<file path="config.mk">
export PLATFORM = sky130hd
export DESIGN_NAME = strided_interval_expander_core
export DESIGN_NICKNAME = d
export VERILOG_FILES = /design/src/rtl/sie_pkg.sv /design/src/rtl/strided_interval_expander_core.sv /design/src/rtl/sie_cfg_regs.sv /design/src/rtl/sie_row_align.sv
export SDC_FILE = /design/constraint.sdc
export NUM_CORES = 2
export LEC_CHECK = 0
export BUFFER_PORTS_ARGS = -buffer_cell sky130_fd_sc_hd__buf_2
export CAP_MARGIN = 30
export CORE_ASPECT_RATIO = 1.2
export CORE_MARGIN = 3
export CORE_UTILIZATION = 44
export DETAILED_ROUTE_END_ITERATION = 8
export GPL_TIMING_DRIVEN = 0
export HOLD_SLACK_MARGIN = 0.1
export PLACE_DENSITY = 0.6
export SYNTH_ARGS = -nofsm -noshare
export SYNTH_HDL_FRONTEND = slang
export SYNTH_HIERARCHICAL = 1
export SYNTH_SLANG_ARGS = --single-unit
</file>
<file path="constraint.sdc">
create_clock -name aclk -period 7.9 [get_ports aclk]
set_input_delay 0.395 -clock aclk [delete_from_list [all_inputs] [get_ports aclk]]
set_output_delay 0.395 -clock aclk [all_outputs]
set_load 0.05 [all_outputs]
</file>
<file path="src/rtl/sie_pkg.sv">
// ----------------------------------------------------------------------------
// sie_pkg
// Shared types and constants of the strided interval expander.
// ----------------------------------------------------------------------------
package sie_pkg;

    localparam int MAX_REP_DEF = 64;

    localparam int CFG_IDX_W  = 8;
    localparam int CFG_DATA_W = 16;

    localparam logic [CFG_IDX_W-1:0] CFG_GAP_MARGIN  = 8'd0;
    localparam logic [CFG_IDX_W-1:0] CFG_ALIGN_SHIFT = 8'd1;

    localparam logic [15:0] GAP_MARGIN_RST  = 16'd256;
    localparam logic [4:0]  ALIGN_SHIFT_RST = 5'd0;

    // offsets are 31-bit non-negative values
    localparam int OFS_W = 31;
    localparam int END_W = 32;

    localparam logic [END_W-1:0] LIM31    = 32'h7FFF_FFFF;
    localparam logic [OFS_W-1:0] CLIP_END = 31'h7FFF_FFFE;

    localparam int S_TDATA_W = 104;
    localparam int M_TDATA_W = 64;

    typedef struct packed {
        logic [15:0] gap_margin;
        logic [4:0]  align_shift;
    } sie_cfg_t;

    typedef enum logic [2:0] {
        ST_IDLE,
        ST_MUL,
        ST_CLIP,
        ST_MERGE,
        ST_ROW,
        ST_FLUSH
    } sie_state_t;

endpackage

</file>
<file path="src/rtl/strided_interval_expander_core.sv">
// ----------------------------------------------------------------------------
// strided_interval_expander_core
// Expands one strided region into its aligned, merged byte intervals.
// ----------------------------------------------------------------------------
// One region is taken while s_tready is high; the block then stays busy until
// the last interval (m_tlast) has been loaded into the output register. A
// region passes through the set-up states (repeat-span multiply, end-overflow
// clip, gap merge check), then through the shared row adder/align unit at one
// repeat per cycle, stalling while a finished interval waits for the output
// register, then hands over the final interval once that register is free. The
// repeat count is saturated at MAX_REP and taken as one when the region is
// clipped or merged. Regions with a negative start, zero width or zero repeats
// are dropped in the accept cycle; regions left empty by the end clip are
// dropped in the clip state. Configuration writes are taken in any cycle and
// belong in idle periods.
module strided_interval_expander_core #(
    parameter int MAX_REP = sie_pkg::MAX_REP_DEF
) (
    input  logic                                aclk,
    input  logic                                aresetn,
    // first_start[31:0], span_width[62:32], row_stride[93:63],
    // repeat_count[100:94], zero fill above
    input  logic [sie_pkg::S_TDATA_W-1:0]       s_tdata,
    input  logic                                s_tvalid,
    output logic                                s_tready,
    // seg_start[30:0], seg_end[62:31], zero fill above
    output logic [sie_pkg::M_TDATA_W-1:0]       m_tdata,
    output logic                                m_tlast,
    output logic                                m_tvalid,
    input  logic                                m_tready,
    input  logic                                cfg_valid,
    output logic                                cfg_ready,
    input  logic [sie_pkg::CFG_IDX_W-1:0]       cfg_index,
    input  logic [sie_pkg::CFG_DATA_W-1:0]      cfg_data
);
    import sie_pkg::*;

    localparam int REP_W  = $clog2(MAX_REP + 1);
    localparam int PROD_W = OFS_W + REP_W;
    localparam int SUM_W  = PROD_W + 2;

    sie_cfg_t cfg;

    sie_state_t state_reg, state_next;

    logic [OFS_W-1:0]  start_reg,  start_next;
    logic [OFS_W-1:0]  width_reg,  width_next;
    logic [OFS_W-1:0]  stride_reg, stride_next;
    logic [REP_W-1:0]  rep_reg,    rep_next;
    logic [PROD_W-1:0] prod_reg,   prod_next;
    logic [OFS_W-1:0]  cur_reg,    cur_next;
    logic [REP_W-1:0]  cnt_reg,    cnt_next;

    logic              pend_valid_reg, pend_valid_next;
    logic [OFS_W-1:0]  pend_start_reg, pend_start_next;
    logic [END_W-1:0]  pend_end_reg,   pend_end_next;

    logic              out_valid_reg, out_valid_next;
    logic [OFS_W-1:0]  out_start_reg, out_start_next;
    logic [END_W-1:0]  out_end_reg,   out_end_next;
    logic              out_last_reg,  out_last_next;

    logic [END_W-1:0]  in_first;
    logic [OFS_W-1:0]  in_width;
    logic [OFS_W-1:0]  in_stride;
    logic [6:0]        in_rep;
    logic [REP_W-1:0]  rep_sat;

    logic [SUM_W-1:0]  span_end;
    logic [END_W-1:0]  merge_lhs;
    logic [OFS_W-1:0]  row_seg_start;
    logic [END_W-1:0]  row_seg_end;
    logic              out_free;
    logic              new_seg;

    sie_cfg_regs u_cfg (
        .aclk      (aclk),
        .aresetn   (aresetn),
        .cfg_valid (cfg_valid),
        .cfg_ready (cfg_ready),
        .cfg_index (cfg_index),
        .cfg_data  (cfg_data),
        .cfg       (cfg)
    );

    sie_row_align u_row (
        .row_start   (cur_reg),
        .row_width   (width_reg),
        .align_shift (cfg.align_shift),
        .seg_start   (row_seg_start),
        .seg_end     (row_seg_end)
    );

    assign in_first  = s_tdata[31:0];
    assign in_width  = s_tdata[62:32];
    assign in_stride = s_tdata[93:63];
    assign in_rep    = s_tdata[100:94];
    assign rep_sat   = (in_rep > 7'(MAX_REP)) ? REP_W'(MAX_REP) : REP_W'(in_rep);

    assign span_end  = SUM_W'(start_reg) + SUM_W'(prod_reg) + SUM_W'(width_reg);
    assign merge_lhs = END_W'(width_reg) + END_W'(cfg.gap_margin);
    assign out_free  = !out_valid_reg || m_tready;
    assign new_seg   = !pend_valid_reg || (END_W'(row_seg_start) > pend_end_reg);

    assign s_tready = (state_reg == ST_IDLE);
    assign m_tvalid = out_valid_reg;
    assign m_tlast  = out_last_reg;
    assign m_tdata  = {(M_TDATA_W - OFS_W - END_W)'(0), out_end_reg, out_start_reg};

    always_comb begin
        state_next      = state_reg;
        start_next      = start_reg;
        width_next      = width_reg;
        stride_next     = stride_reg;
        rep_next        = rep_reg;
        prod_next       = prod_reg;
        cur_next        = cur_reg;
        cnt_next        = cnt_reg;
        pend_valid_next = pend_valid_reg;
        pend_start_next = pend_start_reg;
        pend_end_next   = pend_end_reg;
        out_valid_next  = out_valid_reg && !m_tready;
        out_start_next  = out_start_reg;
        out_end_next    = out_end_reg;
        out_last_next   = out_last_reg;

        unique case (state_reg)
            ST_IDLE: begin
                start_next  = in_first[OFS_W-1:0];
                width_next  = in_width;
                stride_next = in_stride;
                rep_next    = rep_sat;
                if (s_tvalid && !in_first[31] && in_width != '0 && in_rep != '0) begin
                    state_next = ST_MUL;
                end
            end
            ST_MUL: begin
                prod_next  = PROD_W'(stride_reg) * PROD_W'(rep_reg - REP_W'(1));
                state_next = ST_CLIP;
            end
            ST_CLIP: begin
                state_next = ST_MERGE;
                if (span_end >= SUM_W'(LIM31)) begin
                    width_next = CLIP_END - start_reg;
                    rep_next   = REP_W'(1);
                    prod_next  = '0;
                    if (start_reg >= CLIP_END) begin
                        state_next = ST_IDLE;
                    end
                end
            end
            ST_MERGE: begin
                if (merge_lhs > END_W'(stride_reg)) begin
                    width_next = width_reg + prod_reg[OFS_W-1:0];
                    rep_next   = REP_W'(1);
                end
                cur_next   = start_reg;
                cnt_next   = '0;
                state_next = ST_ROW;
            end
            ST_ROW: begin
                if (!(new_seg && pend_valid_reg) || out_free) begin
                    if (new_seg) begin
                        if (pend_valid_reg) begin
                            out_valid_next = 1'b1;
                            out_start_next = pend_start_reg;
                            out_end_next   = pend_end_reg;
                            out_last_next  = 1'b0;
                        end
                        pend_valid_next = 1'b1;
                        pend_start_next = row_seg_start;
                    end
                    pend_end_next = row_seg_end;
                    cur_next      = cur_reg + stride_reg;
                    cnt_next      = cnt_reg + REP_W'(1);
                    if (cnt_reg + REP_W'(1) == rep_reg) begin
                        state_next = ST_FLUSH;
                    end
                end
            end
            ST_FLUSH: begin
                if (out_free) begin
                    out_valid_next  = 1'b1;
                    out_start_next  = pend_start_reg;
                    out_end_next    = pend_end_reg;
                    out_last_next   = 1'b1;
                    pend_valid_next = 1'b0;
                    state_next      = ST_IDLE;
                end
            end
            default: state_next = ST_IDLE;
        endcase
    end

    always_ff @(posedge aclk) begin
        if (!aresetn) begin
            state_reg      <= ST_IDLE;
            pend_valid_reg <= 1'b0;
            out_valid_reg  <= 1'b0;
        end else begin
            state_reg      <= state_next;
            pend_valid_reg <= pend_valid_next;
            out_valid_reg  <= out_valid_next;
        end
    end

    always_ff @(posedge aclk) begin
        start_reg      <= start_next;
        width_reg      <= width_next;
        stride_reg     <= stride_next;
        rep_reg        <= rep_next;
        prod_reg       <= prod_next;
        cur_reg        <= cur_next;
        cnt_reg        <= cnt_next;
        pend_start_reg <= pend_start_next;
        pend_end_reg   <= pend_end_next;
        out_start_reg  <= out_start_next;
        out_end_reg    <= out_end_next;
        out_last_reg   <= out_last_next;
    end

`ifndef SYNTHESIS
    // no interval left pending once idle
    a_idle_no_pend: assert property (@(posedge aclk) disable iff (!aresetn)
        (state_reg == ST_IDLE) |-> !pend_valid_reg)
        else $error("pending interval left while idle");

    // flush always has an interval to hand over
    a_flush_pend: assert property (@(posedge aclk) disable iff (!aresetn)
        (state_reg == ST_FLUSH) |-> pend_valid_reg)
        else $error("flush without pending interval");

    // row counter stays inside the repeat count
    a_row_cnt: assert property (@(posedge aclk) disable iff (!aresetn)
        (state_reg == ST_ROW) |-> (cnt_reg < rep_reg))
        else $error("row counter beyond repeat count");

    // every emitted interval is non-empty
    a_seg_order: assert property (@(posedge aclk) disable iff (!aresetn)
        out_valid_reg |-> (out_end_reg > END_W'(out_start_reg)))
        else $error("empty interval emitted");
`endif

endmodule

</file>
<file path="src/rtl/sie_cfg_regs.sv">
// ----------------------------------------------------------------------------
// sie_cfg_regs
// Configuration register file: gap margin and alignment shift.
// ----------------------------------------------------------------------------
module sie_cfg_regs (
    input  logic                              aclk,
    input  logic                              aresetn,
    input  logic                              cfg_valid,
    output logic                              cfg_ready,
    input  logic [sie_pkg::CFG_IDX_W-1:0]     cfg_index,
    input  logic [sie_pkg::CFG_DATA_W-1:0]    cfg_data,
    output sie_pkg::sie_cfg_t                 cfg
);
    import sie_pkg::*;

    sie_cfg_t cfg_reg;
    sie_cfg_t cfg_next;

    assign cfg_ready = 1'b1;
    assign cfg       = cfg_reg;

    always_comb begin
        cfg_next = cfg_reg;
        if (cfg_valid) begin
            unique case (cfg_index)
                CFG_GAP_MARGIN:  cfg_next.gap_margin  = cfg_data[15:0];
                CFG_ALIGN_SHIFT: cfg_next.align_shift = cfg_data[4:0];
                default:         cfg_next = cfg_reg;
            endcase
        end
    end

    always_ff @(posedge aclk) begin
        if (!aresetn) begin
            cfg_reg.gap_margin  <= GAP_MARGIN_RST;
            cfg_reg.align_shift <= ALIGN_SHIFT_RST;
        end else begin
            cfg_reg <= cfg_next;
        end
    end

endmodule

</file>
<file path="src/rtl/sie_row_align.sv">
// ----------------------------------------------------------------------------
// sie_row_align
// Row unit: end of one repeat and rounding of start down, end up.
// ----------------------------------------------------------------------------
module sie_row_align (
    input  logic [sie_pkg::OFS_W-1:0] row_start,
    input  logic [sie_pkg::OFS_W-1:0] row_width,
    input  logic [4:0]                align_shift,
    output logic [sie_pkg::OFS_W-1:0] seg_start,
    output logic [sie_pkg::END_W-1:0] seg_end
);
    import sie_pkg::*;

    logic [END_W:0]   unit;
    logic [END_W-1:0] mask;
    logic [END_W-1:0] row_end;
    logic [END_W:0]   end_up;

    assign unit    = (END_W+1)'(1) << align_shift;
    assign mask    = END_W'(unit - (END_W+1)'(1));
    assign row_end = END_W'(row_start) + END_W'(row_width);
    assign end_up  = ({1'b0, row_end} + {1'b0, mask}) & ~{1'b0, mask};

    assign seg_start = row_start & ~mask[OFS_W-1:0];
    assign seg_end   = end_up[END_W-1:0];

endmodule
</file>
==> flow_results.xml <==
<?xml version="1.0" encoding="UTF-8"?>
<metrics>
  <group name="placement">
    <metric name="place.gp.congestion" unit="">0.983</metric>
    <metric name="sum_of_net_half_perimeters_after_detailed_placement" unit="um">89500</metric>
    <metric name="port_buffers" unit="">195</metric>
  </group>
  <group name="sta">
    <metric name="total_negative_slack_for_setup_checks" unit="ns">0</metric>
    <metric name="hold_violations" unit="">0</metric>
    <metric name="finalSetupViolCount" unit="">0</metric>
    <metric name="timing.final.crit_share" unit="">0.949</metric>
    <metric name="grt_setup_unrepaired" unit="">false</metric>
    <metric name="timing_worst_slew_pin_value" unit="ns">0.970</metric>
    <metric name="worst_clock_skew" unit="ns">0.0340</metric>
    <metric name="max_slew_margin" unit="">0.351</metric>
    <metric name="worst_hold_slack" unit="ns">0.132</metric>
    <metric name="max_slew_violations" unit="">0</metric>
    <metric name="shortest_clock_period_the_worst_path_allows_after_layout" unit="ns">7.50</metric>
    <metric name="max_clock_freq" unit="MHz">133</metric>
  </group>
  <group name="clock_network">
    <metric name="tritoncts_clock_tree" unit="">yes</metric>
    <metric name="numCtsBuffers" unit="">40</metric>
    <metric name="clk_latency" unit="ns">0.60</metric>
    <metric name="ctsLongestPathBuffers" unit="">3</metric>
    <metric name="root_buffer" unit="">sky130_fd_sc_hd__clkbuf_16</metric>
    <metric name="postCtsSetupRepairBufs" unit="">0</metric>
    <metric name="clock_sinks" unit="">329</metric>
    <metric name="clk_transition_reported_paths" unit="ns">0.06</metric>
    <metric name="htreeDepth" unit="">2</metric>
  </group>
  <group name="logic_synthesis">
    <metric name="synth-seq-area-share" unit="">0.302</metric>
    <metric name="leading_post_synthesis_cells_by_cell_area" unit="">sky130_fd_sc_hd__edfxtp_1, sky130_fd_sc_hd__fa_1, sky130_fd_sc_hd__ha_1</metric>
    <metric name="synth.cell_area" unit="mm2">0.0318</metric>
    <metric name="ys_types" unit="">99</metric>
    <metric name="synth-warning-count" unit="">6</metric>
    <metric name="synth-seq-cells" unit="">329</metric>
    <metric name="cell_count_after_synthesis" unit="">3385</metric>
    <metric name="syn_area_cell" unit="um2">9.39</metric>
    <metric name="synthDominantAreaCellType" unit="">sky130_fd_sc_hd__edfxtp_1</metric>
    <metric name="synthFlopType" unit="">sky130_fd_sc_hd__edfxtp_1</metric>
    <metric name="synth_enable_flop_cells" unit="">303</metric>
    <metric name="async_reset_ff_frac" unit="">0</metric>
    <metric name="postSynthNetCount" unit="">4046</metric>
    <metric name="synth_top_area_share" unit="">0.286</metric>
  </group>
  <group name="floorplanning">
    <metric name="design.core.area" unit="mm2">0.0714</metric>
    <metric name="fp.dieArea" unit="mm2">0.0755</metric>
    <metric name="rows" unit="">107</metric>
    <metric name="initial_core_util" unit="">0.446</metric>
    <metric name="die_height" unit="um">300</metric>
    <metric name="num_io_pins" unit="">201</metric>
    <metric name="floorplan.die.width" unit="um">251</metric>
  </group>
  <group name="finish">
    <metric name="layout.cells.most_common" unit="">sky130_fd_sc_hd__inv_1</metric>
    <metric name="nets" unit="">4383</metric>
    <metric name="largest_register_ffs" unit="">38</metric>
    <metric name="layout.cells.most_common_list" unit="">sky130_fd_sc_hd__inv_1, sky130_fd_sc_hd__nor2_1, sky130_fd_sc_hd__edfxtp_1</metric>
    <metric name="final.fill_count" unit="">6646</metric>
    <metric name="drive_gt1_frac" unit="">0.0954</metric>
    <metric name="post-route-util" unit="">0.510</metric>
    <metric name="syn2layout_area_growth" unit="%">14.3</metric>
  </group>
  <group name="worst_setup_path">
    <metric name="timing.critical_path.required" unit="ns">8.30</metric>
    <metric name="critical_path.endpoint_type" unit="">flop</metric>
    <metric name="ordered_cell_list_for_the_critical_path" unit="">nor3_1 &gt; nand3b_1 &gt; or2_2 &gt; fa_1 &gt; fa_1 &gt; inv_1 &gt; fa_1 &gt; inv_1 &gt; fa_1 &gt; inv_1 &gt; ha_1 &gt; o21ai_0 &gt; o21ai_0 &gt; a311oi_1 &gt; o31ai_1 &gt; a31o_2 &gt; nand3_1 &gt; a21oi_1 &gt; nor2_1 &gt; a31oi_1 &gt; mux2i_1</metric>
    <metric name="cp_max_fo" unit="">10</metric>
    <metric name="crit_top_cell" unit="">sky130_fd_sc_hd__fa_1</metric>
    <metric name="crit_arrival" unit="ns">7.90</metric>
    <metric name="worst-setup-path-type" unit="">reg2reg</metric>
    <metric name="worst_setup_path_start_kind" unit="">flop</metric>
    <metric name="critical_path.slowest_cell" unit="">sky130_fd_sc_hd__nand3b_1</metric>
    <metric name="critical_path.max_stage_delay" unit="ns">0.71</metric>
  </group>
  <group name="detailed_routing">
    <metric name="remaining_drc_errors" unit="">0</metric>
    <metric name="postRouteWirelength" unit="um">110000</metric>
    <metric name="drt_iter0_drc" unit="">2133</metric>
    <metric name="ant_nets" unit="">0</metric>
    <metric name="wl_per_cell" unit="um">23.4</metric>
    <metric name="viasPerCell" unit="">5.67</metric>
    <metric name="first_pass_iters" unit="">5</metric>
    <metric name="via_count" unit="">26500</metric>
  </group>
  <group name="global_routing">
    <metric name="gr-usage-all-layers" unit="">0.292</metric>
    <metric name="largest_net_degree_at_the_start_of_global_routing" unit="">39</metric>
    <metric name="grt_pass1_vias" unit="">26700</metric>
    <metric name="global_route_wire_length_before_repair" unit="um">164000</metric>
    <metric name="antenna_violations_before_repair" unit="">1</metric>
    <metric name="globalRouteOverflowTotal" unit="">0</metric>
  </group>
  <group name="hold_path">
    <metric name="hp-class" unit="">in2reg</metric>
  </group>
  <group name="run_status">
    <metric name="status" unit="">finished clean</metric>
  </group>
  <group name="flow_run">
    <metric name="cap_viol_max_count" unit="">0</metric>
  </group>
</metrics>
## cells by family (layout without fill, tap and decap cells)
group / count (synthesis) / after routing / synth area share
AOI/OAI and AO/OA: 724 / 724 / 0.149
xor gates and xnor gates: 180 / 180 / 0.0496
adders and majority gates: 528 / 528 / 0.265
buffers and inverters: 495 / 861 / 0.0607
DFF: 329 / 329 / 0.302
muxes: 37 / 37 / 0.0118
other: 2 / 3 / 0.000236
and+or+nand+nor: 1090 / 1090 / 0.162
## through the flow
stage | setup WS (ns) | cells | instance area (um2)
6_report | 0.405 | 4678 | 36400
3_3_place_gp | -2.33 | 4506 | 33900
2_1_floorplan | 0.950 | 3385 | 31800
3_5_place_dp | 0.102 | 4522 | 34200
4_1_cts | 0.0662 | 4677 | 36300
5_1_grt | 0.0412 | 4677 | 36400
## repair_timing
item                       CTS  global route
resized for setup            0             6
hold endpoints to repair    88             0
setup endpoints to repair    0            44
hold buffers                84             0
## area by class of cell
class	instances	area [um2]	area share
multi-input combinational	2561	20300	0.559
sequential	329	9620	0.265
timing repair buffer	295	2060	0.0566
inverter	392	1490	0.0408
tap	926	1160	0.0319
clock buffer	44	1020	0.0279
buffer	103	448	0.0123
clock inverter	27	246	0.00678
antenna	1	2.50	0.0000688
## worst max-delay path: cells and delay by family, from the launching register on
| kind | cells | cell delay [ns] |
|---|---|---|
| simple gates | 5 | 1.96 |
| buf+inv | 3 | 0.15 |
| compound gates | 7 | 1.99 |
| fa+ha+maj | 5 | 2.43 |
| mux | 1 | 0.24 |
| flops | 1 | 0.52 |
## synthesized netlist by cell type, drive strengths merged, types with 78 or more instances
| master | count |
|---|---|
| nand2 | 301 |
| xnor2 | 110 |
| ha | 287 |
| a21o | 88 |
| inv | 391 |
| nor2 | 347 |
| o21ai | 172 |
| edfxtp | 303 |
| and2 | 88 |
| a21oi | 197 |
| nand3 | 78 |
| fa | 241 |
## layer usage
metal | GRT usage | vias up | share of wire
met5 | 0 | - | 0
met4 | 0.197 | 0 | 0.081
met3 | 0.0420 | 280 | 0.066
met2 | 0.486 | 962 | 0.46
met1 | 0.352 | 12900 | 0.39
li1 | - | 12400 | -
## path summary, 6_finish.rpt
kind                 startpoint                end  slack, ns  cells after the start
max                  rep_reg[3]       prod_reg[37]       0.40                     21
min                 s_tdata[37]       width_reg[5]       0.13                      3
max reg2reg          rep_reg[3]       prod_reg[37]       0.40                     21
min reg2reg  pend_start_reg[16]  out_start_reg[16]       0.42                      0
Power is not shown: default switching activity piles up to over one toggle a cycle in this logic, so the estimate is an artifact.
